`src/design/rmd128_pkg.sv`:
```
`default_nettype none
package rmd128_pkg;

    // Standard initial chaining words.
    localparam logic [31:0] H0 = 32'h67452301;
    localparam logic [31:0] H1 = 32'hefcdab89;
    localparam logic [31:0] H2 = 32'h98badcfe;
    localparam logic [31:0] H3 = 32'h10325476;
    localparam logic [7:0]  PAD_BYTE = 8'h80;

    typedef enum logic [2:0] {
        ST_IDLE,
        ST_CLEAR,
        ST_PAD,
        ST_LEN,
        ST_LOAD,
        ST_ROUND,
        ST_FOLD,
        ST_OUT
    } t_state;

    // Left line message word selection.
    function automatic logic [3:0] sel_l(input logic [5:0] i);
        logic [3:0] t [64];
        t = '{4'd0,4'd1,4'd2,4'd3,4'd4,4'd5,4'd6,4'd7,4'd8,4'd9,4'd10,4'd11,4'd12,4'd13,
              4'd14,4'd15,4'd7,4'd4,4'd13,4'd1,4'd10,4'd6,4'd15,4'd3,4'd12,4'd0,4'd9,4'd5,
              4'd2,4'd14,4'd11,4'd8,4'd3,4'd10,4'd14,4'd4,4'd9,4'd15,4'd8,4'd1,4'd2,4'd7,
              4'd0,4'd6,4'd13,4'd11,4'd5,4'd12,4'd1,4'd9,4'd11,4'd10,4'd0,4'd8,4'd12,4'd4,
              4'd13,4'd3,4'd7,4'd15,4'd14,4'd5,4'd6,4'd2};
        return t[i];
    endfunction

    // Right line message word selection.
    function automatic logic [3:0] sel_r(input logic [5:0] i);
        logic [3:0] t [64];
        t = '{4'd5,4'd14,4'd7,4'd0,4'd9,4'd2,4'd11,4'd4,4'd13,4'd6,4'd15,4'd8,4'd1,4'd10,
              4'd3,4'd12,4'd6,4'd11,4'd3,4'd7,4'd0,4'd13,4'd5,4'd10,4'd14,4'd15,4'd8,4'd12,
              4'd4,4'd9,4'd1,4'd2,4'd15,4'd5,4'd1,4'd3,4'd7,4'd14,4'd6,4'd9,4'd11,4'd8,
              4'd12,4'd2,4'd10,4'd0,4'd4,4'd13,4'd8,4'd6,4'd4,4'd1,4'd3,4'd11,4'd15,4'd0,
              4'd5,4'd12,4'd2,4'd13,4'd9,4'd7,4'd10,4'd14};
        return t[i];
    endfunction

    // Left line rotate amounts.
    function automatic logic [4:0] rot_l(input logic [5:0] i);
        logic [4:0] t [64];
        t = '{5'd11,5'd14,5'd15,5'd12,5'd5,5'd8,5'd7,5'd9,5'd11,5'd13,5'd14,5'd15,5'd6,
              5'd7,5'd9,5'd8,5'd7,5'd6,5'd8,5'd13,5'd11,5'd9,5'd7,5'd15,5'd7,5'd12,5'd15,
              5'd9,5'd11,5'd7,5'd13,5'd12,5'd11,5'd13,5'd6,5'd7,5'd14,5'd9,5'd13,5'd15,
              5'd14,5'd8,5'd13,5'd6,5'd5,5'd12,5'd7,5'd5,5'd11,5'd12,5'd14,5'd15,5'd14,
              5'd15,5'd9,5'd8,5'd9,5'd14,5'd5,5'd6,5'd8,5'd6,5'd5,5'd12};
        return t[i];
    endfunction

    // Right line rotate amounts.
    function automatic logic [4:0] rot_r(input logic [5:0] i);
        logic [4:0] t [64];
        t = '{5'd8,5'd9,5'd9,5'd11,5'd13,5'd15,5'd15,5'd5,5'd7,5'd7,5'd8,5'd11,5'd14,
              5'd14,5'd12,5'd6,5'd9,5'd13,5'd15,5'd7,5'd12,5'd8,5'd9,5'd11,5'd7,5'd7,
              5'd12,5'd7,5'd6,5'd15,5'd13,5'd11,5'd9,5'd7,5'd15,5'd11,5'd8,5'd6,5'd6,
              5'd14,5'd12,5'd13,5'd5,5'd14,5'd13,5'd13,5'd7,5'd5,5'd15,5'd5,5'd8,5'd11,
              5'd14,5'd14,5'd6,5'd14,5'd6,5'd9,5'd12,5'd9,5'd12,5'd5,5'd15,5'd8};
        return t[i];
    endfunction

    function automatic logic [31:0] add_l(input logic [1:0] r);
        case (r)
            2'd0: return 32'h00000000;
            2'd1: return 32'h5A827999;
            2'd2: return 32'h6ED9EBA1;
            default: return 32'h8F1BBCDC;
        endcase
    endfunction

    function automatic logic [31:0] add_r(input logic [1:0] r);
        case (r)
            2'd0: return 32'h50A28BE6;
            2'd1: return 32'h5C4DD124;
            2'd2: return 32'h6D703EF3;
            default: return 32'h00000000;
        endcase
    endfunction

    function automatic logic [31:0] mix(input logic [1:0] k, input logic [31:0] x,
                                        input logic [31:0] y, input logic [31:0] z);
        case (k)
            2'd0: return x ^ y ^ z;
            2'd1: return (x & y) | (~x & z);
            2'd2: return (x | ~y) ^ z;
            default: return (x & z) | (y & ~z);
        endcase
    endfunction

    function automatic logic [31:0] rotl(input logic [31:0] v, input logic [4:0] s);
        logic [63:0] d;
        d = {v, v} << s;
        return d[63:32];
    endfunction

endpackage
`default_nettype wire

```
`src/design/rmd128_wmem.sv`:
```
`default_nettype none
// Message word store: 16 words of 32 bits, byte-write, one read port
// with a registered output.
module rmd128_wmem
    import rmd128_pkg::*;
(
    input  wire logic        i_clk,
    input  wire logic        i_we,
    input  wire logic [3:0]  i_waddr,
    input  wire logic [3:0]  i_wbe,
    input  wire logic [31:0] i_wdata,
    input  wire logic [3:0]  i_raddr,
    output logic      [31:0] o_rdata
);
    logic [31:0] r_mem [16];

    // Byte-lane write.
    always_ff @(posedge i_clk) begin
        if (i_we) begin
            for (int b = 0; b < 4; b++) begin
                if (i_wbe[b]) begin
                    r_mem[i_waddr][8*b +: 8] <= i_wdata[8*b +: 8];
                end
            end
        end
    end

    // Registered read.
    always_ff @(posedge i_clk) begin
        o_rdata <= r_mem[i_raddr];
    end
endmodule
`default_nettype wire

```
`src/design/rmd128_core.sv`:
```
`default_nettype none
// Round unit: one step of both lines per cycle while i_step is high, fed by two registered words.
module rmd128_core
    import rmd128_pkg::*;
(
    input  wire logic        i_clk,
    input  wire logic        i_load,
    input  wire logic        i_step,
    input  wire logic [5:0]  i_idx,
    input  wire logic [31:0] i_wl,
    input  wire logic [31:0] i_wr,
    input  wire logic [127:0] i_cv,
    output logic      [127:0] o_fold
);
    logic [31:0] r_a, r_b, r_c, r_d, r_ar, r_br, r_cr, r_dr;
    logic [31:0] tl, tr;
    logic [1:0]  rnd;

    always_comb begin
        rnd = i_idx[5:4];
        tl = rotl(r_a + mix(rnd, r_b, r_c, r_d) + i_wl + add_l(rnd), rot_l(i_idx));
        tr = rotl(r_ar + mix(2'd3 - rnd, r_br, r_cr, r_dr) + i_wr + add_r(rnd),
                  rot_r(i_idx));
    end

    // Working registers of both lines.
    always_ff @(posedge i_clk) begin
        if (i_load) begin
            {r_d, r_c, r_b, r_a} <= i_cv;
            {r_dr, r_cr, r_br, r_ar} <= i_cv;
        end else if (i_step) begin
            r_a <= r_d; r_d <= r_c; r_c <= r_b; r_b <= tl;
            r_ar <= r_dr; r_dr <= r_cr; r_cr <= r_br; r_br <= tr;
        end
    end

    // New chaining value, word 0 in the low bits.
    always_comb begin
        o_fold[31:0]   = i_cv[63:32]  + r_c + r_dr;
        o_fold[63:32]  = i_cv[95:64]  + r_d + r_ar;
        o_fold[95:64]  = i_cv[127:96] + r_a + r_br;
        o_fold[127:96] = i_cv[31:0]   + r_b + r_cr;
    end
endmodule
`default_nettype wire

```
`src/design/ripemd128_hash_top.sv`:
```
`default_nettype none
// RIPEMD-128 hash, one message byte per request.
// Input stream: tdata = msg_byte, tuser = has_byte, tlast = last_byte.
// A request with has_byte low and tlast low is ignored. tlast ends the
// message (after its byte, if any); padding and length follow inside.
// Output stream: tdata = digest word (little-endian bytes), tuser = word
// number, tlast on the fourth word. Four words per message.
// Bytes are taken one per cycle until a block is full. Each 64-byte block
// is then loaded into the round unit, stepped with two word store reads
// per step and folded into the chaining value, and the store is then
// written back to zero. Input is held off while the block is compressed
// and the store is cleared.
// End of message adds a pad byte write, a length write into words 14
// and 15 and one or two compressions. The output register holds each
// word while the receiver stalls, and input stays held off until the
// fourth word is taken.
// Reset (synchronous, active low) restores the initial chaining value,
// zeroes the length and starts a clear of the word store.
module ripemd128_hash_top
    import rmd128_pkg::*;
(
    input  wire logic        i_clk,
    input  wire logic        i_rst_n,
    input  wire logic        s_axis_tvalid,
    output logic             s_axis_tready,
    input  wire logic [7:0]  s_axis_tdata,   // msg_byte
    input  wire logic        s_axis_tuser,   // has_byte
    input  wire logic        s_axis_tlast,   // last_byte
    output logic             m_axis_tvalid,
    input  wire logic        m_axis_tready,
    output logic      [31:0] m_axis_tdata,   // digest_word
    output logic      [1:0]  m_axis_tuser,   // word_number
    output logic             m_axis_tlast    // last_word
);
    t_state r_state, n_state;
    logic [127:0] r_cv, n_cv;
    logic [5:0]   r_fill, n_fill;
    logic [63:0]  r_len, n_len;
    logic [6:0]   r_cnt, n_cnt;
    logic         r_final, n_final;   // message ended, length block pending
    logic         r_lenpad, n_lenpad; // current block holds the length
    logic         r_padded, n_padded; // pad byte already written
    logic [1:0]   r_onum, n_onum;
    logic         r_ovld, n_ovld;

    logic         we;
    logic [3:0]   waddr, wbe, raddr;
    logic [31:0]  wdata, rdata;
    logic         core_load, core_step;
    logic [31:0]  r_wl;
    logic [127:0] fold;
    logic         acc;
    logic [5:0]   sidx;

    rmd128_wmem u_wmem (
        .i_clk(i_clk), .i_we(we), .i_waddr(waddr), .i_wbe(wbe),
        .i_wdata(wdata), .i_raddr(raddr), .o_rdata(rdata)
    );

    rmd128_core u_core (
        .i_clk(i_clk), .i_load(core_load), .i_step(core_step), .i_idx(sidx),
        .i_wl(r_wl), .i_wr(rdata), .i_cv(r_cv), .o_fold(fold)
    );

    // Left word is read in the cycle before the right and held.
    always_ff @(posedge i_clk) begin
        r_wl <= rdata;
    end

    assign acc = s_axis_tvalid && s_axis_tready;
    assign s_axis_tready = (r_state == ST_IDLE);
    // ST_ROUND: even count reads the right word, odd count steps.
    assign sidx = r_cnt[6:1];

    always_ff @(posedge i_clk) begin
        if (!i_rst_n) begin
            r_state <= ST_CLEAR;
            r_cv <= {H3, H2, H1, H0};
            r_fill <= '0;
            r_len <= '0;
            r_cnt <= '0;
            r_final <= 1'b0;
            r_lenpad <= 1'b0;
            r_padded <= 1'b0;
            r_onum <= '0;
            r_ovld <= 1'b0;
        end else begin
            r_state <= n_state;
            r_cv <= n_cv;
            r_fill <= n_fill;
            r_len <= n_len;
            r_cnt <= n_cnt;
            r_final <= n_final;
            r_lenpad <= n_lenpad;
            r_padded <= n_padded;
            r_onum <= n_onum;
            r_ovld <= n_ovld;
        end
    end

    // Sequencer: byte fill, padding, compression, clear, digest output.
    always_comb begin
        n_state = r_state; n_cv = r_cv; n_fill = r_fill; n_len = r_len;
        n_cnt = r_cnt; n_final = r_final; n_lenpad = r_lenpad;
        n_padded = r_padded;
        n_onum = r_onum; n_ovld = r_ovld;
        we = 1'b0; waddr = r_fill[5:2]; wbe = '0; wdata = '0;
        raddr = sel_l(sidx);
        core_load = 1'b0; core_step = 1'b0;
        case (r_state)
            ST_IDLE: begin
                if (acc) begin
                    if (s_axis_tuser) begin
                        we = 1'b1;
                        wbe = 4'b0001 << r_fill[1:0];
                        wdata = {4{s_axis_tdata}};
                        n_fill = r_fill + 6'd1;
                        n_len = r_len + 64'd8;
                    end
                    n_final = s_axis_tlast;
                    // A full block is compressed first, even on the last byte.
                    if (s_axis_tuser && r_fill == 6'd63) begin
                        n_state = ST_LOAD; n_cnt = '0; core_load = 1'b1;
                    end else if (s_axis_tlast) begin
                        n_state = ST_PAD;
                    end
                end
            end
            ST_PAD: begin
                // Pad byte; block is otherwise zero already.
                we = 1'b1;
                wbe = 4'b0001 << r_fill[1:0];
                wdata = {4{PAD_BYTE}};
                n_padded = 1'b1;
                if (r_fill >= 6'd56) begin
                    n_lenpad = 1'b0;
                    n_state = ST_LOAD; n_cnt = '0; core_load = 1'b1;
                end else begin
                    n_state = ST_LEN;
                end
            end
            ST_LEN: begin
                // Length in words 14 and 15, low word first.
                we = 1'b1; wbe = 4'hF;
                waddr = r_cnt[0] ? 4'd15 : 4'd14;
                wdata = r_cnt[0] ? r_len[63:32] : r_len[31:0];
                n_cnt = r_cnt + 7'd1;
                if (r_cnt[0]) begin
                    n_lenpad = 1'b1;
                    n_state = ST_LOAD; n_cnt = '0; core_load = 1'b1;
                end
            end
            ST_LOAD: begin
                // Prime: read first left word.
                raddr = sel_l(6'd0);
                n_cnt = '0;
                n_state = ST_ROUND;
            end
            ST_ROUND: begin
                // Step on odd counts, when both words of the step are present,
                // and read the next left word; even counts read the right word.
                if (r_cnt[0]) begin
                    core_step = 1'b1;
                    raddr = sel_l(sidx + 6'd1);
                end else begin
                    raddr = sel_r(sidx);
                end
                n_cnt = r_cnt + 7'd1;
                if (r_cnt == 7'd127) begin
                    n_state = ST_FOLD;
                end
            end
            ST_FOLD: begin
                n_cv = fold;
                n_fill = '0;
                n_cnt = '0;
                n_state = ST_CLEAR;
            end
            ST_CLEAR: begin
                we = 1'b1; wbe = 4'hF; waddr = r_cnt[3:0]; wdata = '0;
                n_cnt = r_cnt + 7'd1;
                if (r_cnt[3:0] == 4'd15) begin
                    n_cnt = '0;
                    if (r_final && r_lenpad) begin
                        n_state = ST_OUT; n_ovld = 1'b1; n_onum = '0;
                    end else if (r_final && r_padded) begin
                        n_state = ST_LEN;
                    end else if (r_final) begin
                        n_state = ST_PAD;
                    end else begin
                        n_state = ST_IDLE;
                    end
                end
            end
            ST_OUT: begin
                if (m_axis_tready) begin
                    n_onum = r_onum + 2'd1;
                    if (r_onum == 2'd3) begin
                        n_ovld = 1'b0;
                        n_cv = {H3, H2, H1, H0};
                        n_len = '0;
                        n_final = 1'b0;
                        n_lenpad = 1'b0;
                        n_padded = 1'b0;
                        n_state = ST_IDLE;
                    end
                end
            end
            default: n_state = ST_IDLE;
        endcase
    end

    assign m_axis_tvalid = r_ovld;
    assign m_axis_tdata  = r_cv[32*r_onum +: 32];
    assign m_axis_tuser  = r_onum;
    assign m_axis_tlast  = (r_onum == 2'd3);
endmodule
`default_nettype wire

```
`config.mk`:
```
export PLATFORM = sky130hd
export DESIGN_NAME = ripemd128_hash_top
export DESIGN_NICKNAME = d
export VERILOG_FILES = /design/src/design/rmd128_pkg.sv /design/src/design/rmd128_wmem.sv /design/src/design/rmd128_core.sv /design/src/design/ripemd128_hash_top.sv
export SDC_FILE = /design/constraint.sdc
export NUM_CORES = 2
export LEC_CHECK = 0
export ABC_AREA = 0
export BUFFER_PORTS_ARGS = -buffer_cell sky130_fd_sc_hd__buf_4
export CAP_MARGIN = 20
export CORE_MARGIN = 2
export CORE_UTILIZATION = 25
export CTS_CLUSTER_DIAMETER = 30
export DETAILED_ROUTE_END_ITERATION = 12
export GPL_TIMING_DRIVEN = 0
export PLACE_DENSITY = 0.47
export REMOVE_ABC_BUFFERS = 1
export SLEW_MARGIN = 10
export SYNTH_ARGS = -nofsm -noshare
export SYNTH_HDL_FRONTEND = slang
export SYNTH_SLANG_ARGS = --single-unit
export TNS_END_PERCENT = 100
```
`constraint.sdc`:
```
create_clock -name i_clk -period 28.2 [get_ports i_clk]
set_input_delay 1.41 -clock i_clk [delete_from_list [all_inputs] [get_ports i_clk]]
set_output_delay 1.41 -clock i_clk [all_outputs]
set_load 0.005 [all_outputs]
```
==> summary.md <==
| Metric | Value |
|---|---|
| Run status | completed |
| First-pass GRT wire length | between 300000 and 400000 um |
| CP Max Fanout | 28 |
| CTS tree | built |
| Vias | 54.09k |
| Residual DRC | 0 |
| Top Ports | 51 |
| Core Region | ~270000 um2 |
| Clk buf depth | 4 |
| CTS clock-pin slew for the worst setup and hold paths | roughly 0.050 ns |
| Req. time, crit path | around 29 ns |
| Die X | roughly 520 um |
| Multi-input logic area | 35400 um2 |
| Sw frac | approximately 44% |
| Setup Viol. Count Final | 0 |
| Final slew viol count | 0 |
| Final Non-Filler Cells | around 10k |
| Reg power frac | around a fifth |
| Slew @ Worst Pin | between 1 and 1.5 ns |
| Met2 WL | between 100000 and 150000 um |
| Hold_ws | roughly 0.38 ns |
| FF-to-FF End | u_core.r_br[9] |
| Inserted Clock Buffers | between 200 and 250 |
| Top layer reached by signal wires | met5 |
| Die Ht | 520.7 um |
| I/O Buffers | 50 |
| Root buffer cell | clkbuf_16 |
| Net switching power | 0.004357 W |
| Worst-Skew Late Latency | 0.87 ns |
| Max Cap Viol | 0 |
| Worst Path Arrival | around 10 ns |
| Sequential fraction of the synthesis area | 42.80% |
| Vias per inst | 5.163 |
| Most frequent cell on the critical path | inv_1 |
| FF+latch area | between 20000 and 30000 um2 |
| PostCTS Resize Cnt | 0 |
| HPWL after DPL | about 180000 um |
| Cell row count | approximately 190 |
| M1 WL | roughly 110000 um |
| Post-synth top cells | nand2_1 (1065), edfxtp_1 (768), nor2_1 (388) |
| CTS Sinks | 1043 |
| # hold bufs at CTS | 0 |
| Met3 Wirelength | 15600 um |
| Synth top area cells | edfxtp_1 (35%), dfxtp_1 (8.2%), fa_1 (7.4%) |
| Placed Cells | roughly 10k |
| Syn Std Cell Area | around 67000 um2 |
| H-Tree Depth | 4 |
| Final net count | roughly 7.3k |
| P_leak | 30.98 nW |
| Crit path launch | r_cnt[6] |
| Layout overhead on the synthesized area | 20.97% |
| Critical path's slowest cell | a211oi_1 |
| Critical Path End | u_core.r_br[9] |
| Pwr Total | approximately 0.0099 W |
| Clock share of power | ~29% |
| Final Skew | between 0.06 and 0.07 ns |
| Crit. End Element | flop |
| Max incr delay on CP | roughly 0.81 ns |
| Post-route ant nets | 0 |
| Die ar. | ~270000 um2 |
| Worst Hold Class | reg -> reg |
| Main synth FF type | edfxtp_1 |
| Synth Instances | roughly 6.7k |
| Async S/R FF share, synth | 0% |
| Pwr Density | ~120 nW/um2 |
| Worst slew margin | between 15 and 20% |
| Initial DRC count | 5576 |
| Share of the synthesized area in the top cell type | roughly a third |
| Drt wl/cell | approximately 24 um |
| Filler instances | around 27k |
| Worst reg2reg startpoint | r_cnt[6] |
| Initial core utilization | roughly a quarter |
| Logic pwr share | approximately 50% |
| Total GRT Usage | approximately 18% |
| Final wirelength | 247800 um |
| Int Power | 0.005578 W |
| Worst vdd ir | 0.07437 mV |
| Synthesized flop and latch total | approximately 1.0k |
| Mapped Avg Cell Area | ~10 um2 |
| Cell accounting for the most synthesized area | edfxtp_1 |
| Setup Crit Path Kind | reg -> reg |
| Vias in the first global route | roughly 52k |
| Layout cells sized above 1 | between 10% and 20% |
| Unrepaired setup endpoints after global routing | no |
| Startpoint Class | flop |
| EDFF count, synth | about 770 |
| Top-count cell post-synth | nand2_1 |
| Flop2flop setup slack | between 15 and 20 ns |
| Max Fclk | approximately 0.1 GHz |
| Syn. warnings | 0 |
| Tcrit/Tclk final | 34.42% |
| Largest net degree at the start of global routing | 78 |
| Setup Fix Bufs, Post-CTS | 0 |
| Cell count of the worst reg-to-reg path | 28 |
| Grt ovf | 0 |
| Hold Fails Final Rpt | 0 |
| GPL Wtd Cong | between 0.9 and 1 |
| Final min period | between 9 and 10 ns |
| Yosys cell types | 115 |
| Initial antenna violation count | 14 |
| Drt pass-1 iters | 10 |
placed cells by master (no fill, tap or decap), types with 35 or more instances in the layout:
| cell | n |
|---|---|
| buf_4 | 74 |
| o21a_1 | 38 |
| mux4_2 | 40 |
| and2_1 | 61 |
| a31oi_1 | 62 |
| or3_1 | 49 |
| edfxtp_1 | 768 |
| nor2_1 | 382 |
| a211oi_1 | 73 |
| and3_1 | 46 |
| a221o_1 | 77 |
| a21o_1 | 85 |
| fa_1 | 247 |
| o21ai_1 | 37 |
| xnor2_1 | 114 |
| a32oi_1 | 42 |
| nand2b_1 | 37 |
| mux2_2 | 52 |
| dfxtp_1 | 268 |
| xor2_1 | 118 |
| mux2i_1 | 249 |
| nor3_1 | 97 |
| a21oi_1 | 338 |
| clkbuf_16 | 247 |
| o211ai_1 | 44 |
| clkinv_2 | 46 |
| nor2b_1 | 81 |
| nand3_1 | 269 |
| ha_1 | 271 |
| inv_1 | 373 |
| o21ai_0 | 312 |
| nand4_1 | 35 |
| buf_12 | 50 |
| o22ai_1 | 73 |
| nand2_1 | 1059 |
through the flow:
stage,setup WS [ns],util (%),setup TNS [ns],area (um2)
6_report,18.49,30.43,0,80730
5_1_grt,18.14,30.43,0,80730
4_1_cts,18.65,30.41,0,80690
3_5_place_dp,18.70,27.30,0,72430
3_3_place_gp,-35.02,26.36,-9054.23,69940
2_1_floorplan,4.031,-,0,65150
worst max-delay path: cells and delay by family, from the launching register on:
kind | cells | cell delay [ns]
AOI/OAI and AO/OA | 11 | 3.67
buffers and inverters | 9 | 1.88
adders and majority gates | 5 | 1.81
and+or+nand+nor | 3 | 1.18
DFF | 1 | 0.56
logic make-up (layout without fill, tap and decap cells):
group	after synthesis	in the layout	share of synthesized area (%)
AND/OR/NAND/NOR	2235	2235	15.12
AO/OA/AOI/OAI	1559	1559	15.85
flip-flops	1043	1043	42.80
buffers and inverters	748	1004	4.524
adder cells (fa/ha/maj)	523	523	12.58
multiplexers	344	344	6.008
XOR/XNOR	234	234	3.110
other	0	2	0
state kept, by name, indices dropped and copies added, names as in the netlist, 7 cells and up:
name / cells
u_wmem.r_mem: 512
r_cv: 128
r_len: 61
r_wl: 32
u_core.r_a: 32
u_core.r_ar: 32
u_core.r_b: 32
u_core.r_br: 32
u_core.r_c: 32
u_core.r_cr: 32
u_core.r_d: 32
u_core.r_dr: 32
u_wmem.o_rdata: 32
r_cnt: 7
how the worst min path moves through the flow:
stage / from / end / slack, ns / depth (start not counted)
2_1_floorplan: u_wmem.o_rdata[10] / r_wl[10] / 0.33 / 0
3_3_place_gp: u_wmem.o_rdata[28] / r_wl[28] / 0.38 / 0
3_5_place_dp: u_wmem.o_rdata[28] / r_wl[28] / 0.38 / 0
4_1_cts: u_wmem.o_rdata[28] / r_wl[28] / 0.39 / 0
5_1_grt: u_wmem.o_rdata[28] / r_wl[28] / 0.40 / 0
6_report: u_wmem.o_rdata[28] / r_wl[28] / 0.38 / 0
power by group through the flow:
stage / combinational, W / clock, W / sequential, W
finish: 0.00497 / 0.00284 / 0.00213
global route: 0.00530 / 0.00296 / 0.00214
CTS: 0.00489 / 0.00288 / 0.00212
detailed placement: 0.00486 / 0 / 0.00215
global placement: 0.00494 / 0 / 0.00219
floorplan: 0.00318 / 0 / 0.00209
final cells by class:
cell class	count	area share, %
antenna	2	0.006199
sequential	1043	35.41
timing repair buffer	173	3.265
clock buffer	287	7.978
tap	3533	5.475
clock inverter	164	2.246
inverter	380	1.776
multi-input combinational	4895	43.85
layer usage:
layer / vias to the layer above / GRT usage [%]
li1: 24580 / -
met1: 27150 / 24.64
met2: 1961 / 27.68
met3: 402 / 2.866
met4: 2 / 5.835
met5: - / 0
(Power assumes the default switching activity.)
